$ cat src/hw/rtl/wpm_pkg.sv
// ----------------------------------------------------------------------------
// wpm_pkg
// shared constants, codes and types of the wildcard pattern matcher
// ----------------------------------------------------------------------------
package wpm_pkg;

    localparam int PATTERN_MAX = 32;
    localparam int ROW_W       = PATTERN_MAX + 1;
    localparam int LEN_W       = 6;
    localparam int CHAR_W      = 8;
    localparam int WORD_W      = 64;
    localparam int PAT_W       = PATTERN_MAX * CHAR_W;
    localparam int CFG_IDX_W   = 3;

    localparam logic [CHAR_W-1:0] STAR_CHAR = 8'h2A;
    localparam logic [CHAR_W-1:0] ANY_CHAR  = 8'h3F;

    // register indexes
    localparam logic [CFG_IDX_W-1:0] CFG_LENGTH = 3'd0;
    localparam logic [CFG_IDX_W-1:0] CFG_CHARS_A = 3'd1;
    localparam logic [CFG_IDX_W-1:0] CFG_CHARS_B = 3'd2;
    localparam logic [CFG_IDX_W-1:0] CFG_CHARS_C = 3'd3;
    localparam logic [CFG_IDX_W-1:0] CFG_CHARS_D = 3'd4;

    // input kinds
    localparam logic KIND_START = 1'b0;
    localparam logic KIND_BYTE  = 1'b1;

    typedef enum logic {
        ST_IDLE,
        ST_RIPPLE
    } t_state;

    // per-cycle command to the cell row
    typedef struct packed {
        logic load_start;
        logic load_byte;
        logic ripple;
    } t_cell_ctrl;

endpackage

$ cat src/hw/rtl/wildcard_pattern_matcher_unit.sv
// ----------------------------------------------------------------------------
// wildcard_pattern_matcher_unit
// streamed glob matcher ('?' any byte, '*' any run) over a row of match cells
// ----------------------------------------------------------------------------
//
//  channel   valid        ready        payload
//  -------   ----------   ----------   -------------------------------
//  input     i_valid      o_ready      i_kind, i_text_char
//  output    o_valid      i_ready      o_matched
//  config    i_cfg_valid  o_cfg_ready  i_cfg_index, i_cfg_data
//
//  on acceptance the row loads the new match bits, which then travel
//  through the runs of star cells until the row settles: the star ripple
//  moves one cell per cycle down the cell row
//  the request is accepted only while the row is idle; the result sits in an
//  output register, so the next request is taken while it waits
//  a stalled output holds the row in the ripple state with its bits settled
//  synchronous active-low reset clears the row, the registers and the result valid flag
//
module wildcard_pattern_matcher_unit
    import wpm_pkg::*;
(
    input  logic                 i_clk,
    input  logic                 i_rst_n,
    // input requests
    input  logic                 i_valid,
    output logic                 o_ready,
    input  logic                 i_kind,
    input  logic [CHAR_W-1:0]    i_text_char,
    // results
    output logic                 o_valid,
    input  logic                 i_ready,
    output logic                 o_matched,
    // register writes
    input  logic                 i_cfg_valid,
    output logic                 o_cfg_ready,
    input  logic [CFG_IDX_W-1:0] i_cfg_index,
    input  logic [WORD_W-1:0]    i_cfg_data
);

    // configuration registers
    logic [LEN_W-1:0]  r_len;
    logic [WORD_W-1:0] r_pat_a;
    logic [WORD_W-1:0] r_pat_b;
    logic [WORD_W-1:0] r_pat_c;
    logic [WORD_W-1:0] r_pat_d;
    logic [PAT_W-1:0]  w_pat;

    // control
    t_state     r_state;
    t_state     n_state;
    t_cell_ctrl w_ctrl;
    logic       w_in_accept;
    logic       w_done;

    // row and result
    logic [ROW_W-1:0] w_row;
    logic             w_any_change;
    logic [LEN_W-1:0] w_sel;
    logic             r_out_valid;
    logic             r_matched;

    // ------------------------------------------------------------------
    // register writes, always accepted; unknown indexes are dropped
    // ------------------------------------------------------------------
    assign o_cfg_ready = 1'b1;

    always_ff @(posedge i_clk) begin
        if (!i_rst_n) begin
            r_len   <= '0;
            r_pat_a <= '0;
            r_pat_b <= '0;
            r_pat_c <= '0;
            r_pat_d <= '0;
        end else if (i_cfg_valid) begin
            unique case (i_cfg_index)
                CFG_LENGTH:  r_len   <= i_cfg_data[LEN_W-1:0];
                CFG_CHARS_A: r_pat_a <= i_cfg_data;
                CFG_CHARS_B: r_pat_b <= i_cfg_data;
                CFG_CHARS_C: r_pat_c <= i_cfg_data;
                CFG_CHARS_D: r_pat_d <= i_cfg_data;
                default: ;
            endcase
        end
    end

    // character 0 is the lowest byte of word a
    assign w_pat = {r_pat_d, r_pat_c, r_pat_b, r_pat_a};

    // ------------------------------------------------------------------
    // sequencer: load the row on acceptance, then ripple until settled
    // ------------------------------------------------------------------
    assign w_in_accept = i_valid & o_ready;

    // settled row and a free (or freeing) result slot
    assign w_done = (r_state == ST_RIPPLE) && !w_any_change && (!r_out_valid || i_ready);

    always_comb begin
        n_state = r_state;
        unique case (r_state)
            ST_IDLE: begin
                if (i_valid) begin
                    n_state = ST_RIPPLE;
                end
            end
            ST_RIPPLE: begin
                if (w_done) begin
                    n_state = ST_IDLE;
                end
            end
            default: n_state = ST_IDLE;
        endcase
    end

    always_comb begin
        o_ready           = 1'b0;
        w_ctrl.load_start = 1'b0;
        w_ctrl.load_byte  = 1'b0;
        w_ctrl.ripple     = 1'b0;
        unique case (r_state)
            ST_IDLE: begin
                o_ready           = 1'b1;
                // the row takes the base bits straight from the request
                w_ctrl.load_start = i_valid && (i_kind == KIND_START);
                w_ctrl.load_byte  = i_valid && (i_kind == KIND_BYTE);
            end
            ST_RIPPLE: begin
                w_ctrl.ripple = 1'b1;
            end
            default: ;
        endcase
    end

    always_ff @(posedge i_clk) begin
        if (!i_rst_n) begin
            r_state <= ST_IDLE;
        end else begin
            r_state <= n_state;
        end
    end

    // ------------------------------------------------------------------
    // cell row
    // ------------------------------------------------------------------
    wpm_row u_row (
        .i_clk        (i_clk),
        .i_rst_n      (i_rst_n),
        .i_ctrl       (w_ctrl),
        .i_pat        (w_pat),
        .i_text_char  (i_text_char),
        .o_row        (w_row),
        .o_any_change (w_any_change)
    );

    // ------------------------------------------------------------------
    // result: bit at the pattern length, saturated to the row's last bit
    // ------------------------------------------------------------------
    assign w_sel = (r_len > LEN_W'(PATTERN_MAX)) ? LEN_W'(PATTERN_MAX) : r_len;

    always_ff @(posedge i_clk) begin
        if (!i_rst_n) begin
            r_out_valid <= 1'b0;
        end else if (w_done) begin
            r_out_valid <= 1'b1;
        end else if (i_ready) begin
            r_out_valid <= 1'b0;
        end
    end

    always_ff @(posedge i_clk) begin
        if (w_done) begin
            r_matched <= w_row[w_sel];
        end
    end

    assign o_valid   = r_out_valid;
    assign o_matched = r_matched;

    // ------------------------------------------------------------------
    // assertions
    // ------------------------------------------------------------------

    // an accepted request always starts a ripple pass
    a_accept_to_ripple: assert property (@(posedge i_clk) disable iff (!i_rst_n)
        w_in_accept |=> (r_state == ST_RIPPLE))
        else $error("accepted request did not enter ripple");

    // a start request sets the empty-prefix bit
    a_start_sets_bit0: assert property (@(posedge i_clk) disable iff (!i_rst_n)
        (w_in_accept && (i_kind == KIND_START)) |=> w_row[0])
        else $error("start request left bit 0 clear");

    // a text byte never matches the empty prefix
    a_byte_clears_bit0: assert property (@(posedge i_clk) disable iff (!i_rst_n)
        (w_in_accept && (i_kind == KIND_BYTE)) |=> !w_row[0])
        else $error("text byte left bit 0 set");

    // a new result only comes out of a settled ripple pass
    a_result_from_ripple: assert property (@(posedge i_clk) disable iff (!i_rst_n)
        (!r_out_valid ##1 r_out_valid) |-> $past(r_state == ST_RIPPLE && !w_any_change))
        else $error("result produced outside a settled ripple pass");

endmodule

$ cat src/hw/rtl/wpm_cell.sv
// ----------------------------------------------------------------------------
// wpm_cell
// one match bit of the row, for one pattern prefix
// ----------------------------------------------------------------------------
module wpm_cell
    import wpm_pkg::*;
(
    input  logic              i_clk,
    input  logic              i_rst_n,
    input  t_cell_ctrl        i_ctrl,
    input  logic [CHAR_W-1:0] i_pat_char,
    input  logic [CHAR_W-1:0] i_text_char,
    input  logic              i_left_bit,
    output logic              o_bit,
    output logic              o_changed
);

    logic r_bit;
    logic n_bit;
    logic w_star;
    logic w_hit;

    assign w_star = (i_pat_char == STAR_CHAR);

    always_comb begin
        if (w_star) begin
            w_hit = r_bit;
        end else if ((i_pat_char == ANY_CHAR) || (i_pat_char == i_text_char)) begin
            w_hit = i_left_bit;
        end else begin
            w_hit = 1'b0;
        end
    end

    // a star cell picks up its left neighbor's bit
    assign o_changed = w_star & i_left_bit & ~r_bit;

    always_comb begin
        if (i_ctrl.load_start) begin
            n_bit = 1'b0;
        end else if (i_ctrl.load_byte) begin
            n_bit = w_hit;
        end else if (i_ctrl.ripple) begin
            n_bit = r_bit | (w_star & i_left_bit);
        end else begin
            n_bit = r_bit;
        end
    end

    always_ff @(posedge i_clk) begin
        if (!i_rst_n) begin
            r_bit <= 1'b0;
        end else begin
            r_bit <= n_bit;
        end
    end

    assign o_bit = r_bit;

endmodule

$ cat src/hw/rtl/wpm_row.sv
// ----------------------------------------------------------------------------
// wpm_row
// row of match cells, bit 0 for the empty pattern prefix
// ----------------------------------------------------------------------------
module wpm_row
    import wpm_pkg::*;
(
    input  logic              i_clk,
    input  logic              i_rst_n,
    input  t_cell_ctrl        i_ctrl,
    input  logic [PAT_W-1:0]  i_pat,
    input  logic [CHAR_W-1:0] i_text_char,
    output logic [ROW_W-1:0]  o_row,
    output logic              o_any_change
);

    logic                   r_bit0;
    logic [PATTERN_MAX-1:0] w_changed;

    // empty prefix matches only the empty text
    always_ff @(posedge i_clk) begin
        if (!i_rst_n) begin
            r_bit0 <= 1'b0;
        end else if (i_ctrl.load_start) begin
            r_bit0 <= 1'b1;
        end else if (i_ctrl.load_byte) begin
            r_bit0 <= 1'b0;
        end
    end

    assign o_row[0] = r_bit0;

    for (genvar j = 1; j <= PATTERN_MAX; j++) begin : g_cell
        wpm_cell u_cell (
            .i_clk       (i_clk),
            .i_rst_n     (i_rst_n),
            .i_ctrl      (i_ctrl),
            .i_pat_char  (i_pat[(j-1)*CHAR_W +: CHAR_W]),
            .i_text_char (i_text_char),
            .i_left_bit  (o_row[j-1]),
            .o_bit       (o_row[j]),
            .o_changed   (w_changed[j-1])
        );
    end

    assign o_any_change = |w_changed;

endmodule
$ cat config.mk
export PLATFORM = sky130hd
export DESIGN_NAME = wildcard_pattern_matcher_unit
export DESIGN_NICKNAME = d
export VERILOG_FILES = /design/src/hw/rtl/wpm_pkg.sv /design/src/hw/rtl/wildcard_pattern_matcher_unit.sv /design/src/hw/rtl/wpm_cell.sv /design/src/hw/rtl/wpm_row.sv
export SDC_FILE = /design/constraint.sdc
export NUM_CORES = 1
export LEC_CHECK = 0
export BUFFER_PORTS_ARGS = -buffer_cell sky130_fd_sc_hd__buf_2
export CAP_MARGIN = 20
export CORE_MARGIN = 2
export CORE_UTILIZATION = 39
export DETAILED_ROUTE_END_ITERATION = 7
export PLACE_DENSITY = 0.67
export SLEW_MARGIN = 20
export SYNTH_ARGS = -nofsm -noshare
export SYNTH_HDL_FRONTEND = slang
export SYNTH_SLANG_ARGS = --single-unit
$ cat constraint.sdc
create_clock -name i_clk -period 2.25 [get_ports i_clk]
set_input_delay 0.45 -clock i_clk [delete_from_list [all_inputs] [get_ports i_clk]]
set_output_delay 0.45 -clock i_clk [all_outputs]
set_load 0.03 [all_outputs]
# == Word-level counts from Yosys, hierarchy flattened ==
# Cells that the tools add are included.
# word_totals
word_cells,529
inputBits,81
register_bits,298
output_inout_bits,4
# classes
muxes,141
n_bitwise,131
n_reduce_logical,82
eq_ne,132
order_cmp,2
# op_table
operator,count
$eq A8 B6 Y1 const B,64
$eq A8 B8 Y1,32
$mux W1,137
$reduce_and A2 Y1,37
$and A1 B1 Y1,64
$ne A2 B2 Y1 const B,32
$not A1 Y1,35
$logic_or A1 B1 Y1,33
$or A1 B1 Y1,32
$reduce_or A32 Y1,1
$lt A6 B7 Y1 const B,1
$bmux W1 S6,1
$eq A3 B2 Y1 const B,2
$gt A6 B6 Y1 const B,1
$mux W6,1
$reduce_bool A2 Y1,3
$logic_and A1 B1 Y1,4
$eq A3 B1 Y1 const B,1
$eq A3 B3 Y1 const B,1
$logic_not A3 Y1,1
$logic_not A1 Y1,2
$mux W2,1
$pmux W1 S2,1
$reduce_or A2 Y1,1

# == Depth between registers and ports, before layout ==
# logic_depth
ltp_word,9
mapped_depth,8
mapped_depth_nobuf,6

# == Cells and area by module ==
# A second synthesis with hierarchy kept.
# unflattened
cells_unflattened,2008
area_unflattened_um2,17382.9
# modules_own_cells
module,cells_per_inst,area_each_um2,seq_area_each_um2,n_inst
wildcard_pattern_matcher_unit,1193,10179.8,5315.1,1
wpm_cell,25,221.5,20.0,32
wpm_row,15,116.4,20.0,1

# == Least setup slack after synthesis ==
# No wires, ideal clock.
# synth_timing
path_kind,reg-to-reg
startpoint,register r_len[5]
endpoint,"register r_matched, in the netlist o_matched (data pin)"
setup_time_ns,0.257
period_less_slack_ns,1.831
required_ns,1.993
n_path_buf,1
path_stages_with_launch,8
t_arrival_ns,1.574
slack_ns,0.419
path_cell_list,dfxtp_1 -> clkbuf_1 -> nand2b_1 -> mux2_2 -> o2111ai_1 -> o311a_1 -> o211ai_1 -> o2111a_1
# synth_via
elab_chain_len,4
# synth_rtl
item,line_no,source
start: declaration,wildcard_pattern_matcher_unit.sv:42,logic [LEN_W-1:0] r_len;
start signal: assignment,wildcard_pattern_matcher_unit.sv:77,CFG_LENGTH: r_len <= i_cfg_data[LEN_W-1:0];
$gt A6 B6 Y1,wildcard_pattern_matcher_unit.sv:158,assign w_sel = (r_len > LEN_W'(PATTERN_MAX)) ? LEN_W'(PATTERN_MAX) : r_len;
$mux W6 (*),wildcard_pattern_matcher_unit.sv:158,
$bmux W1 S6 (*),wildcard_pattern_matcher_unit.sv:172,r_matched <= w_row[w_sel];
$mux W1 (not written as such) (*),wildcard_pattern_matcher_unit.sv:172,
end signal: assignment,wildcard_pattern_matcher_unit.sv:172,
end: declaration,wildcard_pattern_matcher_unit.sv:61,logic r_matched;
# Every way passes the cells marked *; elsewhere a longest branch is shown, timed or not. The select of a mux whose other input is x is not followed.
# A chain may end at the register's enable or synchronous reset.

# == Worst setup path after layout ==
# layout_timing
startpoint,register r_pat_d[37]
endpoint,"register r_matched, in the netlist o_matched, enable pin"
# layout_via
elab_chain_len,7
# layout_rtl
item,line_no,source
start: declaration,wildcard_pattern_matcher_unit.sv:46,logic [WORD_W-1:0] r_pat_d;
start signal: assignment,wildcard_pattern_matcher_unit.sv:81,CFG_CHARS_D: r_pat_d <= i_cfg_data;
$eq A8 B6 Y1,wpm_cell.sv:23,assign w_star = (i_pat_char == STAR_CHAR);
$and A1 B1 Y1 (2 in a row),wpm_cell.sv:36,assign o_changed = w_star & i_left_bit & ~r_bit;
$reduce_or A32 Y1,wpm_row.sv:46,assign o_any_change = |w_changed;
$logic_not A1 Y1,wildcard_pattern_matcher_unit.sv:96,assign w_done = (r_state == ST_RIPPLE) && !w_any_change && (!r_out_valid || i_ready);
$logic_and A1 B1 Y1 (2 in a row),wildcard_pattern_matcher_unit.sv:96,
named net w_done,wildcard_pattern_matcher_unit.sv:54,logic w_done;
# The timed path passes the listed nets, and every way through them passes these cells.

==> Implementation_results.wiki <==
{| class="wikitable"
! Metric !! Value
|-
| Result of the run || complete, no violations
|-
| Number of antenna violations at the first check in global routing || 0
|-
| Slew margin rel. || 0.526
|-
| Residual overflow from global routing || 0
|-
| Area growth, synth to finish || 15.5%
|-
| Most used flip-flop cell after synthesis || dfxtp_1
|-
| VDD IR-drop max || approximately 0.00041 V
|-
| Wirelength per Cell || ~19 microns
|-
| Internal power component || 0.00934 W
|-
| Setup violations, final || 0
|-
| Hold/Removal Path Class || input port to flip-flop
|-
| Netlist cell types || approximately 60
|-
| Biggest fanout along the worst timing path || 3
|-
| Net Switching || around 0.0031 W
|-
| Initial detailed-routing violation count || between 1000 and 1500
|-
| Number of port buffers || between 80 and 90
|-
| Final Skew || 0.0162 ns
|-
| Worst hold path stage count || 3
|-
| Final critical-path required period || just over 2 ns
|-
| H-tree levels || 2
|-
| Max frequency || just under 500 MHz
|-
| Post-placement cell count || around 2600
|-
| Clock Sinks || between 200 and 300
|-
| Worst reg2reg setup slack || ~0.23 ns
|-
| Setup repair after global routing missed its margin || no
|-
| Count of antenna diodes in the layout || 0
|-
| Layout cell share with drive strength beyond 1 || 0.104
|-
| Ratio of final minimum period to clock period || 0.898
|-
| Portion of total power attributed to the clock network || 0.456
|-
| Post-Syn Instances || ~2000
|-
| Post-synthesis sequential area ratio || 0.375
|-
| Final estimated routing congestion in global placement || around 0.93
|-
| Fin nets || 2147
|-
| Number of rows in the core area || 74
|-
| Static leakage || ~6.3 nW
|-
| Worst Hold Endpoint || r_pat_b[28]$_SDFFE_PN0P_
|-
| Depth of the most critical reg-to-reg path || 6
|-
| Global-route wire length before repair || slightly below 80000 microns
|-
| Number of max-slew violations in the final report || 0
|-
| Die height || 206 microns
|-
| Yosys top cell by area || dfxtp_1
|-
| Total Routing Usage GR || 0.236
|-
| Final cell count without fillers || between 2000 and 3000
|-
| Total clock buffers created by CTS || 35
|-
| Clock transition at the registers of the reported paths || ~0.06 ns
|-
| Net count after synthesis || roughly 2100
|-
| Post-detailed-placement half-perimeter wirelength || between 30000 and 40000 microns
|-
| Clk Latency, worst-skew pair || about 0.52 ns
|-
| Area contributors post-synth || dfxtp_1 (37%), nand2_1 (13%), a21boi_0 (12%)
|-
| Die Area || 0.0425 sq mm
|-
| End-of-flow core utilization || 0.454
|-
| Share of synthesized registers carrying an async set or reset || 0
|-
| Startpoint of the tightest hold check path || i_cfg_data[28]
|-
| Clock Tree Root || clkbuf_16
|-
| DRC violation count after routing || 0
|-
| Count of TritonRoute iterations in the first routing pass || 6
|-
| Number of failing hold endpoints at the final stage || 0
|-
| Yosys synthesis warning count || 0
|-
| Kind of start point of the critical path || flip-flop
|-
| Mean Syn Cell Area || a little under 8 sq um
|-
| Vias post-DR || 14567
|-
| Number of top-level pins || 85
|-
| Antenna-violating nets left || 0
|-
| Pwr Density || a little under 700 mW/mm^2
|-
| Post-synthesis sequential element count || 298
|-
| Measured slew at the worst slew-check pin || 0.704 ns
|-
| Number of buffers between clock root and the deepest sink || 3
|-
| Detailed-route vias per instance || between 5 and 6
|-
| Chip Width || a little over 200 microns
|-
| Combinational cell fraction of total power || 0.102
|-
| Reg2reg end || o_matched$_DFFE_PP_
|-
| Area of the placeable core || approximately 0.041 sq mm
|-
| # Max-Cap Violations || 0
|-
| Number of enable-type register cells in the synthesized netlist || 1
|-
| Sum of negative setup slack || 0 ns
|-
| Number of global-route vias before repair || between 10000 and 15000
|-
| Share of total power consumed by net switching || 0.249
|-
| Start-to-end type of the worst setup path || flip-flop to flip-flop
|-
| Summed instance area of the synthesized netlist || between 0.015 and 0.02 sq mm
|-
| Total Wirelength || ~50000 microns
|-
| Critical path data required time || 2.47 ns
|-
| CTS tree || done
|-
| Postcts setup bufs || 0
|-
| Proportion of netlist area held by the largest area contributor || 0.373
|-
| Sequential group share of total power || 0.442
|-
| Starting Density || 0.393
|-
| Origin of the critical flop-to-flop path || r_pat_d[37]$_SDFFE_PN0P_
|-
| Worst endpoint data arrival time || approximately 2.2 ns
|-
| Pin count of the biggest net entering global routing || 68
|-
| Crit end category || flip-flop
|-
| Total of cells resized after clock tree synthesis || 0
|-
| Post-CTS Hold Buffers || 0
|}
==> area by class of cell <==
class                   instances  area [sq um]
clock inverters                 7          66.3
clock buffers                  53          1090
well taps                     532           666
multi-input cells            1580          9390
fillers                      4004         22200
inverters                      14          52.6
repair buffers                137          1160
flip-flops and latches        298          5980
==> worst max-delay path by stage <==
stage                             startpoint                                    endpoint  slack, ns
detailed placement            i_text_char[7]  u_row.g_cell[15].u_cell.o_bit$_SDFFE_PP0P_       0.25
floorplan              r_len[5]$_SDFFE_PN0P_                         o_matched$_DFFE_PP_       0.42
global route        r_pat_d[37]$_SDFFE_PN0P_                         o_matched$_DFFE_PP_       0.14
finish              r_pat_d[37]$_SDFFE_PN0P_                         o_matched$_DFFE_PP_       0.23
global placement              i_text_char[7]  u_row.g_cell[15].u_cell.o_bit$_SDFFE_PP0P_       0.22
CTS                 r_pat_d[37]$_SDFFE_PN0P_                         o_matched$_DFFE_PP_       0.26
==> power by group through the flow <==
stage / combinational, W / clock, W / sequential (W)
4_1_cts: 0.00127 / 0.00577 / 0.00550
5_1_grt: 0.00138 / 0.00599 / 0.00551
2_1_floorplan: 0.000763 / 0 / 0.00559
3_5_place_dp: 0.00126 / 0 / 0.00561
3_3_place_gp: 0.00124 / 0 / 0.00560
6_report: 0.00127 / 0.00567 / 0.00550
==> cell usage after synthesis, types with 2 or more instances <==
master,count
a31o_2,5
a32o_1,5
inv_1,14
nand4bb_1,2
o21ai_0,43
o2bb2ai_1,2
nor2_1,62
o2111ai_1,2
a21boi_0,257
o32ai_1,5
o221ai_1,2
buf_2,31
o22ai_1,4
and3_2,2
a41oi_1,6
nor4_1,31
nand2b_1,9
and3_1,43
or2_2,6
or3_1,13
buf_1,2
clkbuf_1,97
nand3_1,57
nand2_1,558
xor2_1,96
a32oi_1,11
a31oi_1,10
nor3_1,38
mux2i_1,13
nor3b_1,2
a21oi_1,29
dfxtp_1,297
or4_1,4
mux4_2,2
and2_1,2
o211ai_1,11
nor2b_1,18
xnor2_1,160
nor4bb_1,3
a22oi_1,2
nand4_1,50
==> worst max-delay path, cell delays in order (launching register included) <==
cell,delay [ns]
dfxtp_1,0.33
and3_1,0.20
and3_1,0.20
a32o_1,0.21
nor4_1,0.42
nand4_1,0.22
nor2_1,0.15
==> sequential cells by signal (all words and copies together) (netlist names), 6 cells and up <==
register                   count
r_pat_c                       64
u_row.g_cell.u_cell.o_bit     32
r_pat_b                       64
r_pat_a                       64
r_len                          6
r_pat_d                       64
==> metrics by stage <==
stage | power, W | cell area (sq um) | hold slack [ns] | worst slack (ns)
floorplan | 0.00635 | 15900 | 0.458 | 0.419
global route | 0.0129 | 18400 | 0.231 | 0.141
CTS | 0.0125 | 18400 | 0.211 | 0.258
detailed placement | 0.00687 | 17300 | 0.483 | 0.254
global placement | 0.00685 | 17300 | 0.475 | 0.216
finish | 0.0124 | 18400 | 0.224 | 0.230
==> metal layers <==
metal,wire [microns],GRT usage
met1,21800,0.308
met3,2830,0.0254
met5,0,0
met2,23600,0.397
met4,1840,0.0969
==> logic make-up (layout without fill, tap and decap cells) <==
| logic type | after synthesis | in the layout | share of synthesized area |
|---|---|---|---|
| and+or+nand+nor | 905 | 905 | 0.253 |
| xor gates and xnor gates | 256 | 256 | 0.141 |
| other | 1 | 1 | 0.000235 |
| buffers and inverters | 146 | 211 | 0.0377 |
| AOI/OAI and AO/OA | 402 | 402 | 0.182 |
| DFF | 298 | 298 | 0.375 |
| muxes | 16 | 16 | 0.0117 |
==> layout by cell type (no fill, tap or decap), types with 14 or more instances in the layout <==
| master | netlist | routed |
|---|---|---|
| a21boi_0 | 257 | 257 |
| a21oi_1 | 29 | 29 |
| and3_1 | 43 | 41 |
| buf_12 | 0 | 27 |
| buf_2 | 31 | 82 |
| buf_4 | 1 | 27 |
| clkbuf_16 | 0 | 37 |
| dfxtp_1 | 297 | 297 |
| inv_1 | 14 | 14 |
| nand2_1 | 558 | 558 |
| nand3_1 | 57 | 55 |
| nand4_1 | 50 | 50 |
| nor2_1 | 62 | 60 |
| nor2b_1 | 18 | 18 |
| nor3_1 | 38 | 38 |
| nor4_1 | 31 | 31 |
| o21ai_0 | 43 | 43 |
| xnor2_1 | 160 | 160 |
| xor2_1 | 96 | 96 |
No activity file was read; power rests on OpenSTA's default activity.
